===== config.mk =====
export PLATFORM = sky130hd
export DESIGN_NAME = at_command_line_parser
export DESIGN_NICKNAME = d
export VERILOG_FILES = /design/src/rtl/atp_pkg.sv /design/src/rtl/atp_front.sv /design/src/rtl/atp_queue.sv /design/src/rtl/atp_back.sv /design/src/rtl/at_command_line_parser.sv
export SDC_FILE = /design/constraint.sdc
export NUM_CORES = 1
export LEC_CHECK = 0
export BUFFER_PORTS_ARGS = -buffer_cell sky130_fd_sc_hd__buf_2
export CAP_MARGIN = 20
export CELL_PAD_IN_SITES_DETAIL_PLACEMENT = 0
export CELL_PAD_IN_SITES_GLOBAL_PLACEMENT = 1
export CORE_UTILIZATION = 51
export CTS_BUF_LIST = sky130_fd_sc_hd__clkbuf_16
export DETAILED_ROUTE_END_ITERATION = 8
export PLACE_DENSITY = 0.82
export SETUP_SLACK_MARGIN = 0.5
export SLEW_MARGIN = 20
export SYNTH_ARGS = -nofsm -noshare
export SYNTH_HDL_FRONTEND = slang
export SYNTH_HIERARCHICAL = 1
export SYNTH_SLANG_ARGS = --single-unit

===== constraint.sdc =====
create_clock -name i_clk -period 8.9 [get_ports i_clk]
set_clock_uncertainty 0.2 [all_clocks]
set_input_delay 0.89 -clock i_clk [delete_from_list [all_inputs] [get_ports i_clk]]
set_output_delay 0.89 -clock i_clk [all_outputs]
set_load 0.02 [all_outputs]

===== src/rtl/atp_pkg.sv =====
package atp_pkg;

    localparam int NUM_COMMANDS = 6;
    localparam int NAME_CHARS   = 8;
    localparam int MAX_PARAMS   = 8;

    localparam int NAME_W     = 8 * NAME_CHARS;
    localparam int NAME_IDX_W = (NAME_CHARS > 1) ? $clog2(NAME_CHARS) : 1;
    localparam int CMD_IDX_W  = 3;
    localparam int POS_W      = 4;
    localparam int TOK_W      = 4;
    localparam int PIDX_W     = 3;
    localparam int CFG_IDX_W  = 3;
    localparam int CFG_DATA_W = 64;

    localparam int QDEPTH  = 4;
    localparam int QPTR_W  = $clog2(QDEPTH);
    localparam int QCNT_W  = $clog2(QDEPTH + 1);

    localparam logic [7:0] CH_A     = 8'h41;
    localparam logic [7:0] CH_T     = 8'h54;
    localparam logic [7:0] CH_PLUS  = 8'h2B;
    localparam logic [7:0] CH_EQ    = 8'h3D;
    localparam logic [7:0] CH_COMMA = 8'h2C;
    localparam logic [7:0] CH_NUL   = 8'h00;

    localparam logic [1:0] ST_DISPATCHED = 2'd0;
    localparam logic [1:0] ST_NO_HANDLER = 2'd1;
    localparam logic [1:0] ST_UNKNOWN    = 2'd2;
    localparam logic [1:0] ST_NO_PREFIX  = 2'd3;

    localparam logic KIND_PARAM   = 1'b0;
    localparam logic KIND_SUMMARY = 1'b1;

    localparam logic [CFG_IDX_W-1:0] CFG_CMD_COUNT    = 3'd6;
    localparam logic [CFG_IDX_W-1:0] CFG_HANDLER_MASK = 3'd7;

    typedef enum logic [2:0] {
        PH_A          = 3'd0,
        PH_T          = 3'd1,
        PH_PLUS       = 3'd2,
        PH_NAME       = 3'd3,
        PH_ARGS       = 3'd4,
        PH_IDLE_MATCH = 3'd5,
        PH_BAD        = 3'd6,
        PH_ARGS_DONE  = 3'd7
    } t_phase;

    typedef struct packed {
        logic                  we;
        logic [CFG_IDX_W-1:0]  index;
        logic [CFG_DATA_W-1:0] data;
    } t_cfg_wr;

    // One record per accepted character that causes output.
    typedef struct packed {
        logic                 has_param;
        logic [7:0]           pchar;
        logic [PIDX_W-1:0]    pidx;
        logic                 has_sum;
        logic [1:0]           status;
        logic [CMD_IDX_W-1:0] cmd;
        logic [TOK_W-1:0]     total;
    } t_evt;

    typedef struct packed {
        logic                 kind;
        logic [7:0]           pchar;
        logic [PIDX_W-1:0]    pidx;
        logic [1:0]           status;
        logic [CMD_IDX_W-1:0] cmd;
        logic [TOK_W-1:0]     total;
        logic                 last;
    } t_beat;

    function automatic logic [7:0] name_byte(input logic [NAME_W-1:0] w,
                                             input logic [NAME_IDX_W-1:0] p);
        return w[{p, 3'b000} +: 8];
    endfunction

endpackage


===== src/rtl/atp_front.sv =====
module atp_front (
    input  logic            i_clk,
    input  logic            i_rst_n,
    input  atp_pkg::t_cfg_wr i_cfg,
    input  logic            i_take,
    input  logic [7:0]      i_char,
    input  logic            i_last,
    output logic            o_wr,
    output atp_pkg::t_evt   o_evt
);

    // Configuration registers.
    logic [atp_pkg::NAME_W-1:0]    r_name [atp_pkg::NUM_COMMANDS];
    logic [2:0]                    r_cmd_count;
    logic [atp_pkg::NUM_COMMANDS-1:0] r_hmask;

    // Per-line parser state.
    atp_pkg::t_phase                  r_phase, n_phase;
    logic [atp_pkg::POS_W-1:0]        r_pos, n_pos;
    logic [atp_pkg::NUM_COMMANDS-1:0] r_sm, n_sm;
    logic [atp_pkg::CMD_IDX_W-1:0]    r_ent, n_ent;
    logic                             r_found, n_found;
    logic [atp_pkg::TOK_W-1:0]        r_tok, n_tok;
    logic                             r_in, n_in;

    logic                             adv;
    logic [atp_pkg::NUM_COMMANDS-1:0] sm1;
    logic [atp_pkg::POS_W-1:0]        pos1;
    logic [2:0]                       cnt_sat;
    logic [atp_pkg::NUM_COMMANDS-1:0] cand;
    logic                             cl_found;
    logic [atp_pkg::CMD_IDX_W-1:0]    cl_ent;
    logic                             cl_disp;
    logic                             term;
    atp_pkg::t_phase                  phase1, phase2;
    logic                             found1, found2;
    logic [atp_pkg::CMD_IDX_W-1:0]    ent1, ent2;
    logic [atp_pkg::TOK_W-1:0]        tok1;
    logic                             in1;
    logic                             par_hit;
    logic [atp_pkg::PIDX_W-1:0]       par_idx;

    assign term = (i_char == atp_pkg::CH_NUL) || (i_char == atp_pkg::CH_EQ);

    // Name compare: one more character against every entry.
    always_comb begin
        adv  = (r_phase == atp_pkg::PH_NAME) && !term;
        sm1  = r_sm;
        pos1 = r_pos;
        if (adv) begin
            for (int j = 0; j < atp_pkg::NUM_COMMANDS; j++) begin
                if ((r_pos >= atp_pkg::POS_W'(atp_pkg::NAME_CHARS)) ||
                    (atp_pkg::name_byte(r_name[j], r_pos[atp_pkg::NAME_IDX_W-1:0])
                     != i_char)) begin
                    sm1[j] = 1'b0;
                end
            end
            if (r_pos != {atp_pkg::POS_W{1'b1}}) begin
                pos1 = r_pos + 1'b1;
            end
        end
    end

    // Name close: lowest surviving entry whose name ends here.
    always_comb begin
        cnt_sat = (r_cmd_count > 3'(atp_pkg::NUM_COMMANDS)) ?
                  3'(atp_pkg::NUM_COMMANDS) : r_cmd_count;
        for (int j = 0; j < atp_pkg::NUM_COMMANDS; j++) begin
            if (pos1 >= atp_pkg::POS_W'(atp_pkg::NAME_CHARS)) begin
                cand[j] = sm1[j] && (3'(j) < cnt_sat) &&
                          (pos1 == atp_pkg::POS_W'(atp_pkg::NAME_CHARS));
            end else begin
                cand[j] = sm1[j] && (3'(j) < cnt_sat) &&
                          (atp_pkg::name_byte(r_name[j],
                                              pos1[atp_pkg::NAME_IDX_W-1:0])
                           == atp_pkg::CH_NUL);
            end
        end
        cl_found = |cand;
        cl_ent   = '0;
        for (int j = atp_pkg::NUM_COMMANDS - 1; j >= 0; j--) begin
            if (cand[j]) begin
                cl_ent = atp_pkg::CMD_IDX_W'(j);
            end
        end
        cl_disp = cl_found && r_hmask[cl_ent];
    end

    // Next state.
    always_comb begin
        phase1  = r_phase;
        found1  = r_found;
        ent1    = r_ent;
        tok1    = r_tok;
        in1     = r_in;
        par_hit = 1'b0;
        par_idx = '0;
        case (r_phase)
            atp_pkg::PH_A: begin
                phase1 = (i_char == atp_pkg::CH_A) ? atp_pkg::PH_T : atp_pkg::PH_BAD;
            end
            atp_pkg::PH_T: begin
                phase1 = (i_char == atp_pkg::CH_T) ? atp_pkg::PH_PLUS : atp_pkg::PH_BAD;
            end
            atp_pkg::PH_PLUS: begin
                phase1 = (i_char == atp_pkg::CH_PLUS) ? atp_pkg::PH_NAME :
                         atp_pkg::PH_BAD;
            end
            atp_pkg::PH_NAME: begin
                if (term) begin
                    found1 = cl_found;
                    ent1   = cl_ent;
                    if (cl_disp) begin
                        phase1 = (i_char == atp_pkg::CH_NUL) ? atp_pkg::PH_ARGS_DONE :
                                 atp_pkg::PH_ARGS;
                    end else begin
                        phase1 = atp_pkg::PH_IDLE_MATCH;
                    end
                end
            end
            atp_pkg::PH_ARGS: begin
                if (i_char == atp_pkg::CH_NUL) begin
                    phase1 = atp_pkg::PH_ARGS_DONE;
                end else if (i_char == atp_pkg::CH_COMMA) begin
                    in1 = 1'b0;
                end else if (r_in) begin
                    par_hit = 1'b1;
                    par_idx = atp_pkg::PIDX_W'(r_tok - 1'b1);
                end else if (r_tok < atp_pkg::TOK_W'(atp_pkg::MAX_PARAMS)) begin
                    par_hit = 1'b1;
                    par_idx = atp_pkg::PIDX_W'(r_tok);
                    tok1    = r_tok + 1'b1;
                    in1     = 1'b1;
                end
            end
            default: begin
            end
        endcase

        // A line that ends inside the name closes it here.
        phase2 = phase1;
        found2 = found1;
        ent2   = ent1;
        if (i_last && (phase1 == atp_pkg::PH_NAME)) begin
            phase2 = cl_disp ? atp_pkg::PH_ARGS_DONE : atp_pkg::PH_IDLE_MATCH;
            found2 = cl_found;
            ent2   = cl_ent;
        end

        if (i_last) begin
            n_phase = atp_pkg::PH_A;
            n_pos   = '0;
            n_sm    = '1;
            n_ent   = '0;
            n_found = 1'b0;
            n_tok   = '0;
            n_in    = 1'b0;
        end else begin
            n_phase = phase1;
            n_pos   = pos1;
            n_sm    = sm1;
            n_ent   = ent1;
            n_found = found1;
            n_tok   = tok1;
            n_in    = in1;
        end
    end

    // Record for the queue.
    always_comb begin
        o_wr            = i_take && (par_hit || i_last);
        o_evt.has_param = par_hit;
        o_evt.pchar     = i_char;
        o_evt.pidx      = par_idx;
        o_evt.has_sum   = i_last;
        o_evt.cmd       = '0;
        o_evt.total     = '0;
        case (phase2)
            atp_pkg::PH_ARGS, atp_pkg::PH_ARGS_DONE: begin
                o_evt.status = atp_pkg::ST_DISPATCHED;
                o_evt.cmd    = ent2;
                o_evt.total  = tok1;
            end
            atp_pkg::PH_IDLE_MATCH: begin
                o_evt.status = found2 ? atp_pkg::ST_NO_HANDLER : atp_pkg::ST_UNKNOWN;
                o_evt.cmd    = found2 ? ent2 : '0;
            end
            default: begin
                o_evt.status = atp_pkg::ST_NO_PREFIX;
            end
        endcase
    end

    always_ff @(posedge i_clk) begin
        if (!i_rst_n) begin
            r_phase <= atp_pkg::PH_A;
            r_pos   <= '0;
            r_sm    <= '1;
            r_ent   <= '0;
            r_found <= 1'b0;
            r_tok   <= '0;
            r_in    <= 1'b0;
        end else if (i_take) begin
            r_phase <= n_phase;
            r_pos   <= n_pos;
            r_sm    <= n_sm;
            r_ent   <= n_ent;
            r_found <= n_found;
            r_tok   <= n_tok;
            r_in    <= n_in;
        end
    end

    always_ff @(posedge i_clk) begin
        if (!i_rst_n) begin
            for (int j = 0; j < atp_pkg::NUM_COMMANDS; j++) begin
                r_name[j] <= '0;
            end
            r_cmd_count <= '0;
            r_hmask     <= '0;
        end else if (i_cfg.we) begin
            if (i_cfg.index < atp_pkg::CFG_IDX_W'(atp_pkg::NUM_COMMANDS)) begin
                r_name[i_cfg.index] <= i_cfg.data[atp_pkg::NAME_W-1:0];
            end else if (i_cfg.index == atp_pkg::CFG_CMD_COUNT) begin
                r_cmd_count <= i_cfg.data[2:0];
            end else if (i_cfg.index == atp_pkg::CFG_HANDLER_MASK) begin
                r_hmask <= i_cfg.data[atp_pkg::NUM_COMMANDS-1:0];
            end
        end
    end

endmodule


===== src/rtl/atp_queue.sv =====
module atp_queue (
    input  logic          i_clk,
    input  logic          i_rst_n,
    input  logic          i_wr,
    input  atp_pkg::t_evt i_wdata,
    input  logic          i_rd,
    output logic          o_full,
    output logic          o_empty,
    output atp_pkg::t_evt o_head
);

    atp_pkg::t_evt               r_mem [atp_pkg::QDEPTH];
    logic [atp_pkg::QPTR_W-1:0]  r_wptr, r_rptr;
    logic [atp_pkg::QCNT_W-1:0]  r_cnt;
    logic                        do_wr, do_rd;

    assign o_full  = (r_cnt == atp_pkg::QCNT_W'(atp_pkg::QDEPTH));
    assign o_empty = (r_cnt == '0);
    assign o_head  = r_mem[r_rptr];
    assign do_wr   = i_wr && !o_full;
    assign do_rd   = i_rd && !o_empty;

    always_ff @(posedge i_clk) begin
        if (do_wr) begin
            r_mem[r_wptr] <= i_wdata;
        end
    end

    always_ff @(posedge i_clk) begin
        if (!i_rst_n) begin
            r_wptr <= '0;
            r_rptr <= '0;
            r_cnt  <= '0;
        end else begin
            if (do_wr) begin
                r_wptr <= (r_wptr == atp_pkg::QPTR_W'(atp_pkg::QDEPTH - 1)) ? '0 :
                          r_wptr + 1'b1;
            end
            if (do_rd) begin
                r_rptr <= (r_rptr == atp_pkg::QPTR_W'(atp_pkg::QDEPTH - 1)) ? '0 :
                          r_rptr + 1'b1;
            end
            if (do_wr && !do_rd) begin
                r_cnt <= r_cnt + 1'b1;
            end else if (do_rd && !do_wr) begin
                r_cnt <= r_cnt - 1'b1;
            end
        end
    end

endmodule


===== src/rtl/atp_back.sv =====
module atp_back (
    input  logic           i_clk,
    input  logic           i_rst_n,
    input  logic           i_q_empty,
    input  atp_pkg::t_evt  i_q_head,
    output logic           o_q_rd,
    input  logic           i_pop,
    output logic           o_valid,
    output atp_pkg::t_beat o_beat
);

    logic                          r_ov;
    atp_pkg::t_beat                r_beat;
    logic                          r_pend;
    logic [1:0]                    r_pst;
    logic [atp_pkg::CMD_IDX_W-1:0] r_pcmd;
    logic [atp_pkg::TOK_W-1:0]     r_ptot;

    logic                          load;
    logic                          n_ov;
    atp_pkg::t_beat                n_beat;
    logic                          n_pend;

    assign load = !r_ov || i_pop;

    always_comb begin
        n_ov          = r_ov;
        n_beat        = r_beat;
        n_pend        = r_pend;
        o_q_rd        = 1'b0;
        if (load) begin
            n_ov = 1'b0;
            if (r_pend) begin
                n_ov          = 1'b1;
                n_pend        = 1'b0;
                n_beat.kind   = atp_pkg::KIND_SUMMARY;
                n_beat.pchar  = '0;
                n_beat.pidx   = '0;
                n_beat.status = r_pst;
                n_beat.cmd    = r_pcmd;
                n_beat.total  = r_ptot;
                n_beat.last   = 1'b1;
            end else if (!i_q_empty) begin
                n_ov   = 1'b1;
                o_q_rd = 1'b1;
                if (i_q_head.has_param) begin
                    n_pend        = i_q_head.has_sum;
                    n_beat.kind   = atp_pkg::KIND_PARAM;
                    n_beat.pchar  = i_q_head.pchar;
                    n_beat.pidx   = i_q_head.pidx;
                    n_beat.status = '0;
                    n_beat.cmd    = '0;
                    n_beat.total  = '0;
                    n_beat.last   = 1'b0;
                end else begin
                    n_beat.kind   = atp_pkg::KIND_SUMMARY;
                    n_beat.pchar  = '0;
                    n_beat.pidx   = '0;
                    n_beat.status = i_q_head.status;
                    n_beat.cmd    = i_q_head.cmd;
                    n_beat.total  = i_q_head.total;
                    n_beat.last   = 1'b1;
                end
            end
        end
    end

    always_ff @(posedge i_clk) begin
        if (!i_rst_n) begin
            r_ov   <= 1'b0;
            r_pend <= 1'b0;
        end else begin
            r_ov   <= n_ov;
            r_pend <= n_pend;
        end
    end

    always_ff @(posedge i_clk) begin
        r_beat <= n_beat;
        if (o_q_rd) begin
            r_pst  <= i_q_head.status;
            r_pcmd <= i_q_head.cmd;
            r_ptot <= i_q_head.total;
        end
    end

    assign o_valid = r_ov;
    assign o_beat  = r_beat;

endmodule


===== src/rtl/at_command_line_parser.sv =====
// Channel   Direction  Handshake                Payload
// input     in         push / full              i_char_in, i_line_end
// result    out        empty / pop              o_item_kind .. o_line_last
// config    in         i_cfg_we (no stall)      i_cfg_index, i_cfg_data
//
// One character is taken every cycle while full is low; the front decides its fate
// in the same cycle. Beats pass the queue and the back's register, one per cycle
// while popped; a line end that also carries a parameter byte yields two beats.
// The four-record queue between the front and the back sets when full rises.
// Reset is synchronous; there is no clearing pass.
module at_command_line_parser (
    input  logic        i_clk,
    input  logic        i_rst_n,

    input  logic        push,
    output logic        full,
    input  logic [7:0]  i_char_in,
    input  logic        i_line_end,

    output logic        empty,
    input  logic        pop,
    output logic        o_item_kind,
    output logic [7:0]  o_param_char,
    output logic [2:0]  o_param_index,
    output logic [1:0]  o_status,
    output logic [2:0]  o_command_index,
    output logic [3:0]  o_param_total,
    output logic        o_line_last,

    input  logic        i_cfg_we,
    input  logic [2:0]  i_cfg_index,
    input  logic [63:0] i_cfg_data
);

    atp_pkg::t_cfg_wr cfg;
    atp_pkg::t_evt    q_wdata;
    atp_pkg::t_evt    q_head;
    atp_pkg::t_beat   beat;
    logic             take;
    logic             q_wr;
    logic             q_rd;
    logic             q_full;
    logic             q_empty;
    logic             out_valid;

    assign cfg.we    = i_cfg_we;
    assign cfg.index = i_cfg_index;
    assign cfg.data  = i_cfg_data;

    // A character is taken whenever the queue has room for the record it may make.
    assign full = q_full;
    assign take = push && !q_full;

    // The front walks the prefix, the name compare and the parameter split.
    atp_front u_front (
        .i_clk   (i_clk),
        .i_rst_n (i_rst_n),
        .i_cfg   (cfg),
        .i_take  (take),
        .i_char  (i_char_in),
        .i_last  (i_line_end),
        .o_wr    (q_wr),
        .o_evt   (q_wdata)
    );

    // Each record holds up to two beats: a parameter byte and a line summary.
    atp_queue u_queue (
        .i_clk   (i_clk),
        .i_rst_n (i_rst_n),
        .i_wr    (q_wr),
        .i_wdata (q_wdata),
        .i_rd    (q_rd),
        .o_full  (q_full),
        .o_empty (q_empty),
        .o_head  (q_head)
    );

    // The back splits records into beats and holds the current one in a register.
    atp_back u_back (
        .i_clk     (i_clk),
        .i_rst_n   (i_rst_n),
        .i_q_empty (q_empty),
        .i_q_head  (q_head),
        .o_q_rd    (q_rd),
        .i_pop     (pop && out_valid),
        .o_valid   (out_valid),
        .o_beat    (beat)
    );

    assign empty           = !out_valid;
    assign o_item_kind     = beat.kind;
    assign o_param_char    = beat.pchar;
    assign o_param_index   = beat.pidx;
    assign o_status        = beat.status;
    assign o_command_index = beat.cmd;
    assign o_param_total   = beat.total;
    assign o_line_last     = beat.last;

    // A record is never offered to a full queue.
    a_no_overflow: assert property (@(posedge i_clk) disable iff (!i_rst_n)
        !(q_wr && q_full))
        else $error("record written into a full queue");

    // Every accepted line end leaves a summary record.
    a_line_end_recorded: assert property (@(posedge i_clk) disable iff (!i_rst_n)
        (take && i_line_end) |-> q_wr)
        else $error("line end accepted without a record");

    // A summary never reports more parameters than are kept.
    a_total_bound: assert property (@(posedge i_clk) disable iff (!i_rst_n)
        (!empty && (o_item_kind == atp_pkg::KIND_SUMMARY)) |->
        (o_param_total <= 4'(atp_pkg::MAX_PARAMS)))
        else $error("parameter total out of range");

    // A beat that was not taken is still shown in the next cycle.
    a_beat_held: assert property (@(posedge i_clk) disable iff (!i_rst_n)
        (!empty && !pop) |=> (!empty && $stable(beat)))
        else $error("waiting beat changed");

endmodule

==> flow_summary.toml <==
[setup_path]
critical_path_class = "reg2reg"
arrival_ns = 5.96
path_max_fanout = 19
worstSetupEndpointType = "flip-flop"
startpoint_type = "flip-flop"
cpMaxStageDelayCell = "dfxtp_1"
cp.buffers_inverters = 1
r2r-end = "u_queue/r_mem[1][6]$_DFFE_PP_"
critPathTopFamily = "compound AO/OA/AOI/OAI gates"
slowest_delay_ns = 1.01
worstReg2RegStart = "u_front/r_pos[2]$_SDFFE_PN0P_"
crit_chain = "and2_1 -> buf_4 -> nand2_1 -> nor4_1 -> mux2i_1 -> o32ai_1 -> a221oi_1 -> nor4_1 -> nand3_1 -> mux2i_1 -> o21ai_2 -> nand2_2 -> o211ai_1 -> nor2_1"
reg2reg_slack_ns = 3.07
worstRegToRegCells = 14
critical_path_required_ns = 9.02

[synth]
synth_edf_count = 502
synth_cells = 2048
ys_warn_count = 6
syn_nets = 2141
yosysTopAreaCell = "edfxtp_1"
synth.distinct_cells = 80
synth_top_area_share_pct = 57.9
ys_seq_area_share_pct = 61.2
synth_area_leaders = "edfxtp_1 (58%), mux2i_1 (5.4%), nor2_1 (5.1%)"
synth_top_flop_cell = "edfxtp_1"
synth.avg_cell_area_um2 = 12.7
ys_ff_latch = 544
synth_area_um2 = 26000
synthArstFlopShare_pct = 0

[routing]
viasPerCell = 6.26
drtPass1Iterations = 8
drc = 0
dr_total_vias = 17700
wire_per_inst_um = 27.4
wl_um = 77400
drt_iter0_drc = 2178
antenna_left = 0

[min_path]
hold_depth = 2
min_path_type = "reg2reg"
hold_end = "u_front/r_sm[4]$_SDFFE_PN1P_"
hold_path_startpoint = "u_front/r_sm[4]$_SDFFE_PN1P_"

[timing]
slew_viol_final = 0
finalSetupViolCount = 0
worst_pin_slew_ns = 1.17
grt_setup_unrepaired = "no"
fmax_mhz = 171
maxSlewHeadroom_pct = 21.4
setup_tns_ns = 0
fin_crit_sh_pct = 65.5
timing.final.hold_violations = 0
fin_crit_ns = 5.83

[global_routing]
use_met2_pct = 48.6
grt_start_max_net_pins = 69
met1_usage_pct = 39.3
gr-max-usage-layer = "met2"
grt_pass1_vias = 17100
overflow = 0
grt_pass1_wl_um = 113000
antenna_found_initial = 1
grt_usage_pct = 29.9
grtUsageMet3_pct = 4.43

[layout]
antenna_cells = 0
multiInputGateArea_um2 = 9160
finalNetCount = 2204
regArea_um2 = 15900
instances_no_fill = 2827
final_cell_area_um2 = 28900
n_fill_cell = 4048
syn_to_final_growth_pct = 10.9
drive_gt1_share_pct = 14.2

[clock_tree]
cts_buffers = 56
cts-root-buf = "clkbuf_16"
max-clock-path-buffers = 3
cts.reportedPaths.clkPinSlew_ns = 0.06
clk_latency_ns = 0.62
h-tree-depth = 2
cts.sinks = 544
tritoncts = "built"
ctsHoldBuffers = 0
post_cts_resized = 0
cts_setup_buffers = 0

[status]
status = "finished clean"

[placement]
dp_hpwl_um = 55500
dp_cells = 2725
dpl_cell_area_um2 = 27000
gp_congestion = 1.03
io_buffers = 104

[floorplanning]
die_h_um = 228
initial_core_util_pct = 51.7
fp.dieW_um = 228
fp.coreArea_um2 = 50300
rows = 82
die_area_um2 = 51900
io_pins = 105

[pwr]
power_leakage_nw = 10.0
power.density_nw_per_um2 = 219
peakVddDrop_mv = 0.163

[job]
cap_violations = 0
-- cell families (layout without fill, tap and decap cells) --
family | Yosys count | after routing | share of synthesized area [%]
mux | 226 | 226 | 13.0
flops | 544 | 544 | 61.2
buf+inv | 216 | 323 | 3.85
simple gates | 783 | 783 | 14.0
fa+ha+maj | 12 | 12 | 0.606
xor+xnor | 34 | 34 | 1.14
compound gates | 233 | 233 | 6.19
-- cells in the mapped netlist, types with 4 or more instances --
library cell  instances
edfxtp_1            502
nor2_1              355
mux2i_1             141
nand2_1             137
nor4_1              101
inv_1                83
o21ai_0              66
nand3_1              61
mux4_2               52
clkbuf_1             45
dfxtp_1              42
a22oi_1              41
a21oi_1              29
buf_1                29
mux4_1               28
nor2b_1              28
and2_1               27
buf_2                26
buf_4                22
xnor2_1              17
xor2_1               17
a22o_1               15
and3_1               15
nand4_1              13
o22ai_1              12
ha_1                 11
nor3_1               11
buf_6                10
a31oi_1               9
a221oi_1              8
a21o_1                7
nand2b_1              7
a21boi_0              4
mux2_2                4
o21a_1                4
-- metal layers --
layer	share of wire, %	vias to the layer above
li1	-	7815
met1	39	8826
met2	48	892
met3	8.1	176
met4	5.2	2
met5	0.017	-
-- sequential cells by signal, summed over array words and instances (netlist names), 3 cells and up, named ones only --
name / cells
u_front/r_name: 384
u_queue/r_mem: 88
u_back/o_beat: 21
u_front/r_hmask: 6
u_front/r_sm: 6
u_back/r_ptot: 4
u_front/r_pos: 4
u_front/r_tok: 4
u_back/r_pcmd: 3
u_front/r_cmd_count: 3
u_front/r_ent: 3
u_front/r_phase: 3
u_queue/r_cnt: 3
-- through the flow --
stage / power (mW) / utilization [%] / setup WS [ns] / hold slack, ns
finish: 6.31 / 57.4 / 3.07 / 0.244
global route: 6.52 / 57.4 / 2.65 / 0.270
CTS: 6.35 / 57.4 / 3.17 / 0.244
detailed placement: 4.04 / 53.8 / 3.19 / 0.234
global placement: 4.02 / 53.8 / 3.23 / 0.231
floorplan: 3.74 / - / 1.77 / 0.216
-- cell usage in the layout, fill, tap and decap left out, types with 7 or more instances in the layout --
master / count
o21ai_0: 65
a31oi_1: 9
buf_4: 31
nor3_1: 10
buf_2: 104
nand4_1: 13
mux4_2: 52
a22o_1: 15
clkbuf_16: 57
nor2_1: 354
nor4_1: 100
nand2b_1: 7
a21oi_1: 27
nand3_1: 60
clkinv_1: 11
inv_1: 96
a221oi_1: 8
and3_1: 15
xnor2_1: 17
clkinv_2: 10
nor2b_1: 28
mux4_1: 28
bufinv_16: 7
nand2_1: 131
a22oi_1: 41
a21o_1: 7
mux2i_1: 141
xor2_1: 17
nand2_2: 7
edfxtp_1: 502
ha_1: 11
and2_1: 27
o22ai_1: 12
dfxtp_1: 40
-- power breakdown --
part / switching, mW / internal [mW]
Clock: 0.967 / 1.36
Combinational: 0.513 / 0.275
Sequential: 0.120 / 3.08
-- how the worst max path moves through the flow --
stage / start / endpoint / slack, ns / cells past startpoint
4_1_cts: u_front/r_pos[0]$_SDFFE_PN0P_ / u_queue/r_mem[1][1]$_DFFE_PP_ / 3.17 / 14
2_1_floorplan: i_cfg_index[1] / u_front/r_name[4][0]$_SDFFCE_PN0P_ / 1.77 / 6
3_3_place_gp: u_front/r_pos[0]$_SDFFE_PN0P_ / u_queue/r_mem[2][1]$_DFFE_PP_ / 3.23 / 14
6_report: u_front/r_pos[2]$_SDFFE_PN0P_ / u_queue/r_mem[1][6]$_DFFE_PP_ / 3.07 / 14
3_5_place_dp: u_front/r_pos[0]$_SDFFE_PN0P_ / u_queue/r_mem[1][1]$_DFFE_PP_ / 3.19 / 14
5_1_grt: u_front/r_pos[2]$_SDFFE_PN0P_ / u_queue/r_mem[2][3]$_DFFE_PP_ / 2.65 / 14
-- tightest hold or removal path, stage by stage (launching register included) --
cell and delay (ns):
dfxtp_1 0.31, nand2_1 0.05, nand2_1 0.04
-- layout make-up --
class / count / area share (%)
Clock inverter: 45 / 1.34
Timing Repair Buffer: 137 / 2.75
Multi-Input combinational cell: 1288 / 31.8
Inverter: 84 / 1.09
Clock buffer: 57 / 4.94
Tap cell: 672 / 2.91
Sequential cell: 544 / 55.2
Power figures use the tool's default switching activity.
